[config.mk]
export PLATFORM = sky130hd
export DESIGN_NAME = rtu_frame_assembler_silence_timeout_top
export DESIGN_NICKNAME = d
export VERILOG_FILES = /design/src/hw/rtl/rtufa_pkg.sv /design/src/hw/rtl/rtu_frame_assembler_silence_timeout_top.sv /design/src/hw/rtl/rtufa_cfg.sv /design/src/hw/rtl/rtufa_core.sv
export SDC_FILE = /design/constraint.sdc
export NUM_CORES = 1
export LEC_CHECK = 0
export ABC_AREA = 1
export BUFFER_PORTS_ARGS = -buffer_cell sky130_fd_sc_hd__buf_2
export CAP_MARGIN = 20
export CORE_MARGIN = 5
export CORE_UTILIZATION = 30
export CTS_CLUSTER_SIZE = 14
export DETAILED_ROUTE_END_ITERATION = 8
export PLACE_DENSITY = 0.52
export SYNTH_ARGS = -nofsm -noshare
export SYNTH_HDL_FRONTEND = slang
export SYNTH_HIERARCHICAL = 1
export SYNTH_SLANG_ARGS = --single-unit
[constraint.sdc]
create_clock -name clk -period 7 [get_ports clk]
set_input_delay 1.4 -clock clk [delete_from_list [all_inputs] [get_ports clk]]
set_output_delay 1.4 -clock clk [all_outputs]
set_load 0.1 [all_outputs]
[src/hw/rtl/rtufa_pkg.sv]
// Shared types, constants and codes for the RTU frame assembler.
package rtufa_pkg;

  // Frame geometry.
  localparam int FRAME_BYTES = 8;
  localparam int CNT_W       = $clog2(FRAME_BYTES);
  localparam int DATA_W      = 64;

  typedef logic [CNT_W-1:0] count_t;
  localparam count_t LAST_INDEX = count_t'(FRAME_BYTES - 1);

  // Input operation codes.
  typedef logic [2:0] op_t;
  localparam op_t OP_BYTE       = 3'd0;
  localparam op_t OP_LINE_ERROR = 3'd1;
  localparam op_t OP_TICK       = 3'd2;
  localparam op_t OP_IDLE_LINE  = 3'd3;
  localparam op_t OP_TX_DONE    = 3'd4;

  // Configuration register indexes.
  typedef logic [1:0] cfg_index_t;
  localparam cfg_index_t CFG_MODE          = 2'd0;
  localparam cfg_index_t CFG_HEADER_VALUE  = 2'd1;
  localparam cfg_index_t CFG_SILENCE_TICKS = 2'd2;

  // Register reset values.
  localparam logic [15:0] SILENCE_TICKS_RESET = 16'd305;

  // Operating modes.
  localparam logic MODE_FIXED = 1'b0;
  localparam logic MODE_RTU   = 1'b1;

  // Configuration as seen by the datapath.
  typedef struct packed {
    logic        mode;
    logic [7:0]  header_value;
    logic [15:0] silence_ticks;
  } cfg_t;

  // One result item.
  typedef struct packed {
    logic              frame_valid;
    logic [DATA_W-1:0] frame_data;
    logic              bus_idle;
  } res_t;

endpackage

[src/hw/rtl/rtu_frame_assembler_silence_timeout_top.sv]
// RTU frame assembler: one item enters, the single-pass update runs, one result leaves.
// Path: the input register holds the accepted item, and one update pass through the frame and timer
// logic feeds the result register when that register is free or being emptied.
// Throughput: one item per cycle unless m_tready is low; both registers then stall together.
// Reset: byte count, timer and handshake state clear, the bus reads idle, mode is fixed
// frame, header 0 and silence window 305 ticks; the frame store is not cleared.
module rtu_frame_assembler_silence_timeout_top (
  input  logic        clk,
  input  logic        rst,
  // Input items.
  input  logic        s_tvalid,
  output logic        s_tready,
  input  logic [7:0]  s_tdata,   // [7:0] rx_byte
  input  logic [2:0]  s_tuser,   // [2:0] operation
  // Result items.
  output logic        m_tvalid,
  input  logic        m_tready,
  output logic [71:0] m_tdata,   // [63:0] frame_data, [64] bus_idle, [71:65] zero
  output logic [0:0]  m_tuser,   // [0] frame_valid
  // Configuration writes.
  input  logic        cfg_valid,
  output logic        cfg_ready,
  input  logic [1:0]  cfg_index,
  input  logic [15:0] cfg_data
);

  rtufa_pkg::cfg_t cfg;
  rtufa_pkg::res_t res;
  rtufa_pkg::res_t out_res;
  logic            in_valid;
  rtufa_pkg::op_t  in_op;
  logic [7:0]      in_byte;
  logic            advance;

  assign cfg_ready = 1'b1;

  rtufa_cfg u_cfg (
    .clk      (clk),
    .rst      (rst),
    .wr_en    (cfg_valid),
    .wr_index (cfg_index),
    .wr_data  (cfg_data),
    .cfg      (cfg)
  );

  // The held item moves on whenever the result register is free or being emptied.
  assign advance  = in_valid && (!m_tvalid || m_tready);
  assign s_tready = !in_valid || advance;

  // Input register.
  always_ff @(posedge clk) begin
    if (rst) begin
      in_valid <= 1'b0;
    end else if (s_tvalid && s_tready) begin
      in_valid <= 1'b1;
    end else if (advance) begin
      in_valid <= 1'b0;
    end
  end

  always_ff @(posedge clk) begin
    if (s_tvalid && s_tready) begin
      in_op   <= s_tuser;
      in_byte <= s_tdata;
    end
  end

  rtufa_core u_core (
    .clk     (clk),
    .rst     (rst),
    .cfg     (cfg),
    .step    (advance),
    .op      (in_op),
    .rx_byte (in_byte),
    .res     (res)
  );

  // Result register.
  always_ff @(posedge clk) begin
    if (rst) begin
      m_tvalid <= 1'b0;
    end else if (advance) begin
      m_tvalid <= 1'b1;
    end else if (m_tready) begin
      m_tvalid <= 1'b0;
    end
  end

  always_ff @(posedge clk) begin
    if (advance) begin
      out_res <= res;
    end
  end

  assign m_tdata = {7'd0, out_res.bus_idle, out_res.frame_data};
  assign m_tuser = out_res.frame_valid;

`ifndef NO_ASSERTIONS
  // A result without a frame carries no frame bytes.
  assert property (@(posedge clk) disable iff (rst)
    (m_tvalid && !m_tuser[0]) |-> (m_tdata[63:0] == 64'd0))
    else $error("frame data not zero on a result without a frame");

  // With both registers empty the block must take an item.
  assert property (@(posedge clk) disable iff (rst)
    (!m_tvalid && !in_valid) |-> s_tready)
    else $error("input stalled while the block is empty");

  // Nothing is offered in the cycle after reset.
  assert property (@(posedge clk) $past(rst) |-> !m_tvalid)
    else $error("result offered straight after reset");

  // A held item that cannot move keeps the input stalled.
  assert property (@(posedge clk) disable iff (rst)
    (in_valid && m_tvalid && !m_tready) |-> !s_tready)
    else $error("item accepted while the pipeline is blocked");
`endif

endmodule

[src/hw/rtl/rtufa_cfg.sv]
// Configuration register bank of the RTU frame assembler.
module rtufa_cfg (
  input  logic                  clk,
  input  logic                  rst,
  input  logic                  wr_en,
  input  rtufa_pkg::cfg_index_t wr_index,
  input  logic [15:0]           wr_data,
  output rtufa_pkg::cfg_t       cfg
);

  rtufa_pkg::cfg_t regs;

  // Register writes; an index beyond the list is ignored.
  always_ff @(posedge clk) begin
    if (rst) begin
      regs.mode          <= rtufa_pkg::MODE_FIXED;
      regs.header_value  <= 8'd0;
      regs.silence_ticks <= rtufa_pkg::SILENCE_TICKS_RESET;
    end else if (wr_en) begin
      case (wr_index)
        rtufa_pkg::CFG_MODE:          regs.mode          <= wr_data[0];
        rtufa_pkg::CFG_HEADER_VALUE:  regs.header_value  <= wr_data[7:0];
        rtufa_pkg::CFG_SILENCE_TICKS: regs.silence_ticks <= wr_data;
        default: ;
      endcase
    end
  end

  assign cfg = regs;

endmodule

[src/hw/rtl/rtufa_core.sv]
// Frame, byte count, silence timer and idle flag update for one item.
module rtufa_core (
  input  logic             clk,
  input  logic             rst,
  input  rtufa_pkg::cfg_t  cfg,
  input  logic             step,
  input  rtufa_pkg::op_t   op,
  input  logic [7:0]       rx_byte,
  output rtufa_pkg::res_t  res
);

  rtufa_pkg::count_t byte_count, byte_count_next;
  logic [7:0]        frame_store [rtufa_pkg::FRAME_BYTES];
  logic [7:0]        frame_bytes [rtufa_pkg::FRAME_BYTES];
  logic [15:0]       silence_remaining, silence_remaining_next;
  logic              timer_running, timer_running_next;
  logic              idle_flag, idle_flag_next;
  logic [15:0]       restart_value;
  logic              store_wr;
  logic              frame_done;

  // A zero window behaves as a window of one tick.
  assign restart_value = (cfg.silence_ticks == 16'd0) ? 16'd1 : cfg.silence_ticks;

  // The frame as it stands once the incoming byte is placed at the count.
  always_comb begin
    for (int k = 0; k < rtufa_pkg::FRAME_BYTES; k++) begin
      frame_bytes[k] = (rtufa_pkg::count_t'(k) == byte_count) ? rx_byte : frame_store[k];
    end
  end

  // Next state and the result of this item.
  always_comb begin
    byte_count_next        = byte_count;
    silence_remaining_next = silence_remaining;
    timer_running_next     = timer_running;
    idle_flag_next         = idle_flag;
    store_wr               = 1'b0;
    frame_done             = 1'b0;
    case (op)
      rtufa_pkg::OP_BYTE: begin
        store_wr = 1'b1;
        if (cfg.mode == rtufa_pkg::MODE_RTU) begin
          idle_flag_next         = 1'b0;
          silence_remaining_next = restart_value;
          timer_running_next     = 1'b1;
        end
        if (byte_count == rtufa_pkg::LAST_INDEX) begin
          byte_count_next = '0;
          frame_done = (cfg.mode == rtufa_pkg::MODE_RTU) ||
                       (frame_bytes[0] == cfg.header_value);
        end else begin
          byte_count_next = byte_count + rtufa_pkg::count_t'(1);
        end
      end
      rtufa_pkg::OP_LINE_ERROR: begin
        byte_count_next = '0;
      end
      rtufa_pkg::OP_TICK: begin
        if (timer_running) begin
          if (silence_remaining <= 16'd1) begin
            silence_remaining_next = 16'd0;
            timer_running_next     = 1'b0;
            idle_flag_next         = 1'b1;
            if (cfg.mode == rtufa_pkg::MODE_RTU) begin
              byte_count_next = '0;
            end
          end else begin
            silence_remaining_next = silence_remaining - 16'd1;
          end
        end
      end
      rtufa_pkg::OP_IDLE_LINE: begin
        if (cfg.mode == rtufa_pkg::MODE_RTU) begin
          silence_remaining_next = restart_value;
          timer_running_next     = 1'b1;
        end
      end
      rtufa_pkg::OP_TX_DONE: begin
        idle_flag_next         = 1'b0;
        silence_remaining_next = restart_value;
        timer_running_next     = 1'b1;
      end
      default: ;
    endcase
  end

  // Pack the delivered frame, first byte lowest; without a frame the data stays zero.
  always_comb begin
    res.frame_data = '0;
    if (frame_done) begin
      for (int k = 0; k < rtufa_pkg::FRAME_BYTES; k++) begin
        res.frame_data[8*k +: 8] = frame_bytes[k];
      end
    end
    res.frame_valid = frame_done;
    res.bus_idle    = idle_flag_next;
  end

  // Control state.
  always_ff @(posedge clk) begin
    if (rst) begin
      byte_count        <= '0;
      silence_remaining <= 16'd0;
      timer_running     <= 1'b0;
      idle_flag         <= 1'b1;
    end else if (step) begin
      byte_count        <= byte_count_next;
      silence_remaining <= silence_remaining_next;
      timer_running     <= timer_running_next;
      idle_flag         <= idle_flag_next;
    end
  end

  // Frame bytes are payload and need no reset.
  always_ff @(posedge clk) begin
    if (step && store_wr) begin
      frame_store[byte_count] <= rx_byte;
    end
  end

endmodule
==> results.md, run 1 <==
* Largest net degree at the start of global routing at 70
* Number of flops mapped to enable cells by yosys at 141
* Post-synthesis cell count at 896
* First-pass GRT wire length at 31.0 mm
* Post-synth ARST share at 0%
* R2r endpoint: m_tdata[0]
* Clock-pin slew on the worst setup and hold paths at 70 ps
* Hold Buf Count CTS at 0
* Netlist Area Pre-Place at 0.00876 sq mm
* Synthesis-stage register bit count at 189
* Fillers at 2955
* Path depth of the worst reg2reg path at 14
* Root buffer cell: clkbuf_16
* DPL Wire Length at 13.5 mm
* Critical path required time at 7160 ps
* Fin Clk Skew at 8.78 ps
* Slew @ Worst Pin at 1020 ps
* WP data arrival at 3820 ps
* CP startpoint kind: register
* Nets at 1031
* Worst skew pair latency at 430 ps
* Max-capacitance violation count at 0
* Peak supply drop at 122 uV
* Post-synth top cells: 173 x nand2_1, 169 x nor2_1, 141 x edfxtp_1
* Post-synth top area cell: edfxtp_1
* Setup Viol. Count Final at 0
* Flop2flop setup slack at 3340 ps
* Fmax at 273 MHz
* Unique masters post-synth at 32
* Initial Util at 30.4%
* GRT Total Usage at 12.0%
* Hold_sp: u_cfg/cfg[5]
* Yosys warns at 6
* Most common cell in the netlist: nand2_1
* Clock H-tree levels at 4
* Max stage delay on crit path at 750 ps
* Final total power at 2550 uW
* Full die area at 0.0327 sq mm
* Synth top area share at 48.3%
* Vias in the first global route at 5667
* Synth Flop Type: edfxtp_1
* Slowest-stage cell, CP: buf_4
* Min-delay worst type: register to register
* Pins Over Slew Limit at 0
* Post-synthesis sequential area ratio at 59.3%
* Top delay family on crit path: simple AND/OR/NAND/NOR gates
* Hold EP: u_cfg/cfg[5]
* Initial antenna violation count at 0
* Tmin final at 3660 ps
* RSZ-0062 raised after global routing: no
* Vias/cell at 4.27
* Hold depth at 2
* Rows at 62
* Slew margin rel. at 31.3%
* Layout cells sized above 1 at 19.8%
* Placed cell count at 1352
* Final period util at 52.3%
* CTS tree: done
* Mean area per synthesized cell at 9.78 sq um
* Total grt overflow at 0
* Clk sinks at 189
* Antenna diode count at 0
* Reg-to-Reg Start: u_core/byte_count[1]
* Port Buf Inserts at 101
* Seq. cell area at 0.00519 sq mm
* Power per cell area at 252 mW/mm^2
* DR pass1 iterations at 4
* Critical Path Sink Type: register
* Initial DRC count at 368
* Setup TNS at 0 ps
* Cts repair resizes at 0
* Antenna Violating Nets Remaining at 0
* CP bufs+invs at 3
* CTS Buffer Depth at 2
* Via Count at 5920
* Core Area at 0.0288 sq mm
* Wirelength, routed at 19.4 mm
* Height of the die at 181 um
* Placer Congestion at 0.789
* I/O pin cnt at 110
* Non-Filler Instances at 1386
* Postcts setup bufs at 0
* Worst path most repeated cell: nand2_1
* Area of the multi-input gates at 0.00294 sq mm
* Drt wl/cell at 14.0 um
* Final Hold Vio Count at 0
* Die Wd at 181 um
* P&R area growth vs syn at 15.5%
* Status: finished, final reports clean
* Lkg Pwr at 0.00417 uW
* CP Class: register to register
* Cts bufs inserted at 17
* CP max FO at 35
* Area contributors post-synth: edfxtp_1 48%, dfxtp_1 11%, nand2_1 7.4%
* Crit path cell chain: inv_1, ha_1, inv_1, nor2_2, nand2_1, nand3_1, nand2_1, nand2_1, nor2_1, nand2_1, nand2_1, nand2_4, buf_4, nor2_1
* DRC errors left at 0
[cell usage in the layout, fill, tap and decap left out, types with 17 or more instances in the layout]
cell       count
nand2_1      172
nor2_1       169
edfxtp_1     141
buf_2        102
inv_1         92
a21oi_1       56
nor2_4        49
dfxtp_1       48
nand3_1       37
o21ai_0       36
clkbuf_16     17
[how the worst max path moves through the flow]
stage / from / endpoint / slack [ps] / cells past startpoint
2_1_floorplan: m_tready / u_core/frame_store[2][0] / 560 / 6
3_3_place_gp: m_tready / u_core/frame_store[2][5] / 2920 / 8
3_5_place_dp: m_tready / u_core/frame_store[2][7] / 2870 / 8
4_1_cts: u_core/byte_count[1] / m_tdata[0] / 3270 / 14
5_1_grt: u_core/byte_count[1] / m_tdata[9] / 2940 / 14
6_report: u_core/byte_count[1] / m_tdata[0] / 3340 / 14
[worst min-delay path, stage by stage, from the launching register on]
cell     delay, ps
dfxtp_1        330
nand2_1         50
nand3_1         60
[cell type report]
type	instances	area share, %
Timing Repair Buffer	107	5.41
Clock buffer	18	4.24
Multi-Input combinational cell	580	29.1
Sequential cell	189	51.3
Inverter	94	3.54
Clock inverter	14	1.66
Tap cell	384	4.75
[state kept, by name, summed over array words and instances (netlist names)]
name                      cells
in_byte                       8
in_op                         3
in_valid                      1
m_tdata                      65
m_tuser                       1
m_tvalid                      1
u_cfg/cfg                    25
u_core/byte_count             3
u_core/frame_store           64
u_core/idle_flag              1
u_core/silence_remaining     16
u_core/timer_running          1
[routing by layer]
layer,GRT usage (%),up-vias,share of wire (%),wire length [um]
met4,3.72,0,1.3,258
met3,2.49,11,4.6,885
met5,0,-,0,0
li1,-,3075,-,-
met2,19.5,138,47,9150
met1,16.1,2696,47,9110
[per-stage QoR]
| step | setup slack [ps] | cell area, sq um | util [%] | hold slack [ps] |
|---|---|---|---|---|
| final | 3340 | 10100 | 35.2 | 471 |
| after global routing | 2940 | 10100 | 35.2 | 487 |
| after CTS | 3270 | 10100 | 35.1 | 471 |
| after detailed placement | 2870 | 9510 | 33.0 | 456 |
| after global placement | 2920 | 9510 | 33.0 | 452 |
| after floorplan | 561 | 8790 | - | 433 |
[power breakdown]
group          total, uW  internal, uW  leakage, uW  switching (uW)
sequential          1260          1230      0.00172            27.0
clock                956           482     0.000289             474
combinational        331          71.7      0.00216             259
total               2550          1790      0.00417             760
[cells by family after synthesis]
kind of cell               synth area share (%)
xor gates and xnor gates                  0.999
other                                    0.0857
DFF                                        59.3
and+or+nand+nor                            25.4
AOI/OAI and AO/OA                          5.50
buffers and inverters                      7.61
adders and majority gates                  1.14
Note: power is estimated with default switching activity, not from simulation.
==> run 2: changes to the inputs <==
- ABC_AREA: 1 -> 0
- clock period: 7 -> 3.6 ns (I/O delays scaled with it)
==> run 2 against run 1 <==
Net effect: area after synthesis shrank 5.1%; worst setup slack lost 2400 ps; core utilization grew 0.28 points; global-route usage grew 0.46 points; sequential share of layout area shrank 0.59 points; clock power grew 87%; routed wire length shrank 0.70%; clock-buffer cell count shrank 1; maximum frequency grew 40%; critical path depth shrank 6; cell area shrank 3.5%; register-to-register slack lost 2400 ps; largest cell class unchanged.
==> results.md, run 2 <==
* Status: finished, final reports clean
* Fillers at 2731
* Root buffer cell: clkbuf_16
* Tmin final at 2610 ps
* Slew margin rel. at 28.5%
* Clk pwr share at 38.5%
* Full die area at 0.0312 sq mm
* Initial antenna violation count at 2
* Min-delay worst type: input port to register
* Post-synth ARST share at 0%
* Power Internal at 3320 uW
* Post-synthesis cell count at 650
* Power per cell area at 475 mW/mm^2
* Core Area at 0.0276 sq mm
* Final period util at 72.4%
* Multiplexer share of the synthesized area at 10.4%
* Most common cell in the netlist: edfxtp_1
* Met1 WL at 8.84 mm
* Fin Clk Skew at 11.8 ps
* Flop2flop setup slack at 990 ps
* Post-synthesis sequential area ratio at 59.6%
* CP max FO at 48
* Port Buf Inserts at 101
* GRT Total Usage at 12.4%
* RSZ-0062 raised after global routing: no
* WP data arrival at 2750 ps
* Vias in the first global route at 5110
* Complex-gate fraction of the synthesized area at 6.03%
* Setup TNS at 0 ps
* Initial Util at 30.2%
* Final instance area at 0.00977 sq mm
* CP startpoint kind: register
* Final Hold Vio Count at 0
* Antenna Violating Nets Remaining at 0
* P&R area growth vs syn at 17.4%
* Area contributors post-synth: edfxtp_1 48%, dfxtp_1 12%, mux2i_1 10%
* Clk sinks at 181
* Layout cells sized above 1 at 27.8%
* Pins Over Slew Limit at 0
* CTS Buffer Depth at 2
* DR pass1 iterations at 4
* Initial DRC count at 412
* Lkg Pwr at 0.00362 uW
* Setup Viol. Count Final at 0
* Commonest non-fill, non-tap cell in the layout: edfxtp_1
* Dpl cell area at 0.00920 sq mm
* Netlist Area Pre-Place at 0.00832 sq mm
* Max stage delay on crit path at 580 ps
* Nets at 788
* Met3 wire length at 756 um
* Number of flops mapped to enable cells by yosys at 133
* Crit path cell chain: inv_1, ha_1, nand2b_4, mux2i_1, nand2_1, a41oi_4, buf_4, nor3_1
* Mean area per synthesized cell at 12.8 sq um
* CP bufs+invs at 2
* I/O pin cnt at 110
* Postcts setup bufs at 0
* Post-synth top cells: 133 x edfxtp_1, 83 x mux2i_1, 48 x dfxtp_1
* Placer Congestion at 0.785
* DRC errors left at 0
* Adder-cell share of the synthesized area at 1.20%
* Vias/cell at 4.57
* Synth top area share at 48.0%
* DPL Wire Length at 13.2 mm
* Worst skew pair latency at 430 ps
* Gate power share at 11.5%
* Fmax at 383 MHz
* Top layer reached by signal wires: met5
* Slew @ Worst Pin at 1070 ps
* Total grt overflow at 0
* Sw Share at 28.5%
* Slowest-stage cell, CP: buf_4
* Post-synthesis xor/xnor area fraction at 1.68%
* Clock H-tree levels at 4
* Critical Path Sink Type: register
* Seq pwr share at 50.0%
* CTS tree: done
* Cts bufs inserted at 17
* Peak supply drop at 251 uV
* Height of the die at 177 um
* Hold Buf Count CTS at 0
* Main combinational cell family by area after synthesis: simple AND/OR/NAND/NOR gates
* Wirelength, routed at 19.3 mm
* Switching pwr at 1320 uW
* CP Class: register to register
* Cts repair resizes at 0
* Critical path required time at 3750 ps
* Unique masters post-synth at 63
* Post-synth top area cell: edfxtp_1
* Synthesis-stage register bit count at 181
* Top delay family on crit path: buffers and inverters
* Max-capacitance violation count at 0
* Rows at 61
* Yosys warns at 6
* Most frequent cells in the layout: 133 x edfxtp_1, 101 x buf_2, 83 x mux2i_1, 48 x dfxtp_1, 41 x nor3_2
* Area share of and/or/nand/nor cells after synthesis at 16.5%
* Clock-pin slew on the worst setup and hold paths at 70 ps
* Drt wl/cell at 17.0 um
* Antenna diode count at 0
* Die Wd at 177 um
* Synth Flop Type: edfxtp_1
* First-pass GRT wire length at 30.0 mm
* Largest net degree at the start of global routing at 68
* Max reg flops at 65
* Via Count at 5193
* Met2 wire len at 9.44 mm
==> run 2: power by group through the flow <==
stage          combinational, uW  sequential (uW)  clock (uW)
5_1_grt                      565             2330        1930
4_1_cts                      538             2330        1840
2_1_floorplan                234             2550           0
6_report                     532             2320        1790
3_5_place_dp                 538             2370           0
3_3_place_gp                 534             2370           0
==> run 2: worst register-to-register path: cells and delay by family (launching register included) <==
kind / cells / cell delay, ps
fa+ha+maj: 1 / 240
flops: 1 / 470
buf+inv: 2 / 710
mux: 1 / 290
simple gates: 3 / 480
compound gates: 1 / 150
==> run 2: routing by layer <==
metal	track usage [%]	vias up
li1	-	2567
met1	16.8	2503
met2	20.4	97
met3	2.68	22
met4	3.22	4
met5	0	-
==> run 2: worst paths after layout <==
kind | depth (start not counted) | startpoint | endpoint
worst min-delay path | 1 | s_tuser[2] | in_op[2]
worst max-delay path | 8 | u_core/byte_count[1] | m_tdata[6]
worst max register to register | 8 | u_core/byte_count[1] | m_tdata[6]
worst min register to register | 2 | u_core/idle_flag | u_core/idle_flag
==> run 2: cell families (layout without fill, tap and decap cells) <==
family,after synthesis,in the layout
adder cells (fa/ha/maj),8,8
multiplexers,86,86
other,2,8
buffers and inverters,71,174
XOR/XNOR,16,16
AO/OA/AOI/OAI,70,70
flip-flops,181,181
AND/OR/NAND/NOR,216,216
==> run 2: area by class of cell <==
| type | count | area [sq um] | area share (%) |
|---|---|---|---|
| Multi-Input combinational cell | 404 | 3030 | 31.0 |
| Sequential cell | 181 | 4950 | 50.7 |
| Timing Repair Buffer | 123 | 671 | 6.87 |
| Inverter | 19 | 71.3 | 0.730 |
| Clock inverter | 15 | 140 | 1.43 |
| Tap cell | 378 | 473 | 4.84 |
| Clock buffer | 17 | 425 | 4.36 |
==> run 2: through the flow <==
stage               power (uW)  util [%]  setup WS [ps]  hold WS [ps]  instances
finish                    4640      35.4            992           464       1137
detailed placement        2910      33.4            990           466       1105
floorplan                 2790         -            219           438        656
CTS                       4700      35.4            970           445       1137
global route              4820      35.4            830           446       1137
global placement          2910      33.4           1020           452       1104
==> run 3: changes to the inputs <==
- ABC_AREA: 0 -> 1
- PLACE_DENSITY: 0.52 -> 0.53
- clock period: 3.6 -> 2.15 ns (I/O delays scaled with it)
==> run 3 against run 2 <==
Net effect: combinational power up 120%; critical path depth up 8; highest routed layer is now met4; via count up 18%; final cell count up 26%; worst setup slack worse by 880 ps; clock skew up 1.7 ps; maximum frequency up 28%; first-iteration DRC count down 17%; cell area up 11%; critical path type unchanged; register-to-register slack worse by 880 ps; routed wire length up 7.6%.
==> results.md, run 3 (synthesis gave the netlist of run 1 again) <==
* Layout cells sized above 1 at 26.8%
* Dpl cell area at 0.0100 sq mm
* I/O pin cnt at 110
* Clock H-tree levels at 4
* Setup crit start: u_core/byte_count[1]
* Lkg Pwr at 0.00456 uW
* Placer Congestion at 0.832
* Largest net degree at the start of global routing at 56
* Antenna Violating Nets Remaining at 0
* Nets at 1078
* Wirelength, routed at 20.7 mm
* Final Hold Vio Count at 0
* Root buffer cell: clkbuf_16
* Status: finished, final reports clean
* CP Class: register to register
* DRC errors left at 0
* DR pass1 iterations at 5
* Switching pwr at 2510 uW
* CTS Buffer Depth at 2
* Fin Clk Skew at 13.5 ps
* Port Buf Inserts at 101
* Util after Layout at 37.6%
* Gate power share at 14.3%
* Non-Filler Instances at 1433
* GRT Total Usage at 12.5%
* Antenna diode count at 0
* Via Count at 6109
* Clock-pin slew on the worst setup and hold paths at 80 ps
* Power per cell area at 772 mW/mm^2
* Commonest non-fill, non-tap cell in the layout: nand2_1
* First-pass GRT wire length at 32.2 mm
* Max stage delay on crit path at 330 ps
* CP startpoint kind: register
* Setup ws final at 116 ps
* Fmax at 492 MHz
* Slowest-stage cell, CP: dfxtp_2
* Die Wd at 181 um
* Slew @ Worst Pin at 665 ps
* Height of the die at 181 um
* WP data arrival at 2220 ps
* Placed cell count at 1392
* Min-delay worst type: input port to register
* Peak supply drop at 455 uV
* Drt wl/cell at 14.5 um
* Reg-to-Reg Start: u_core/byte_count[1]
* Slew margin rel. at 55.6%
* Vias in the first global route at 5701
* Setup TNS at 0 ps
* Vias/cell at 4.26
* DPL Wire Length at 14.8 mm
* Crit path cell chain: inv_2, ha_4, buf_8, nand2_8, nand2_1, nand2_1, nand2_1, nand2_1, nand2_1, nor2_1, nand2_1, nand2_2, nand2_4, buf_12, clkbuf_16, nor2_4
* Critical path required time at 2340 ps
* Setup Viol. Count Final at 0
* Cts bufs inserted at 17
* Max-capacitance violation count at 0
* CP max FO at 11
* Fillers at 2880
* Rows at 62
* Worst skew pair latency at 430 ps
* Initial Util at 30.4%
* Initial DRC count at 343
* Place WS at -64.0 ps
* P&R area growth vs syn at 23.5%
* Seq pwr share at 48.9%
* Final period util at 94.6%
* Most frequent cells in the layout: 165 x nand2_1, 162 x nor2_1, 141 x edfxtp_1, 101 x buf_2, 90 x inv_1
* Full die area at 0.0327 sq mm
* Initial antenna violation count at 0
* Final instance area at 0.0108 sq mm
* Core Area at 0.0288 sq mm
* Hold_sp: s_tdata[6]
* Sw Share at 30.0%
* Tmin final at 2030 ps
* Max reg flops at 65
* CTS tree: done
* Power Internal at 5850 uW
* Worst path most repeated cell: nand2_1
* Clk sinks at 189
* Total grt overflow at 0
* Pins Over Slew Limit at 0
* Clk pwr share at 36.8%
* Critical Path Sink Type: register
run 3: per-stage QoR:
| stage | hold slack, ps | power, uW |
|---|---|---|
| final | 175 | 8350 |
| after global routing | 148 | 8750 |
| after CTS | 149 | 8460 |
| after detailed placement | 460 | 5350 |
| after global placement | 448 | 5340 |
| after floorplan | 433 | 5060 |
run 3: critical path, delay by kind of cell (launching register included):
family | cells | cell delay, ps
adder cells (fa/ha/maj) | 1 | 150
buffers and inverters | 4 | 560
flip-flops | 1 | 330
AND/OR/NAND/NOR | 11 | 750
run 3: power by group through the flow:
| stage | combinational (uW) | sequential, uW | clock [uW] |
|---|---|---|---|
| after CTS | 1190 | 4090 | 3180 |
| after global routing | 1300 | 4100 | 3350 |
| after detailed placement | 1180 | 4170 | 0 |
| after global placement | 1170 | 4170 | 0 |
| after floorplan | 587 | 4480 | 0 |
| final | 1190 | 4090 | 3080 |
run 3: final timing paths:
path                               end  slack (ps)  depth (start not counted)
hold reg to reg   u_core/timer_running         470                          2
setup reg to reg           m_tdata[52]         120                         16
setup / recovery           m_tdata[52]         120                         16
hold / removal              in_byte[6]         180                          1
run 3: final cells by class:
cell class | instances | area (sq um) | area share, %
clock inverters | 15 | 145 | 1.34
repair buffers | 153 | 1090 | 10.1
multi-input cells | 581 | 3120 | 28.8
flip-flops and latches | 189 | 5200 | 48.1
well taps | 384 | 480 | 4.44
inverters | 94 | 358 | 3.31
clock buffers | 17 | 425 | 3.93
run 3: timing repair:
item	4_1_cts	5_1_grt
pin swaps	0	1
cloned	1	4
endpoints found under the setup margin	56	57
gates resized for setup	5	14
hold buffers	0	0
buffers inserted	3	1
run 3: layer usage:
layer | wire length, um | GRT usage (%) | vias to the layer above | share of wire (%)
met5 | 0 | 0 | - | 0
met4 | 178 | 2.72 | 0 | 0.86
met3 | 775 | 2.96 | 11 | 3.7
met2 | 10100 | 20.9 | 128 | 49
met1 | 9640 | 16.7 | 2802 | 46
li1 | - | - | 3168 | -
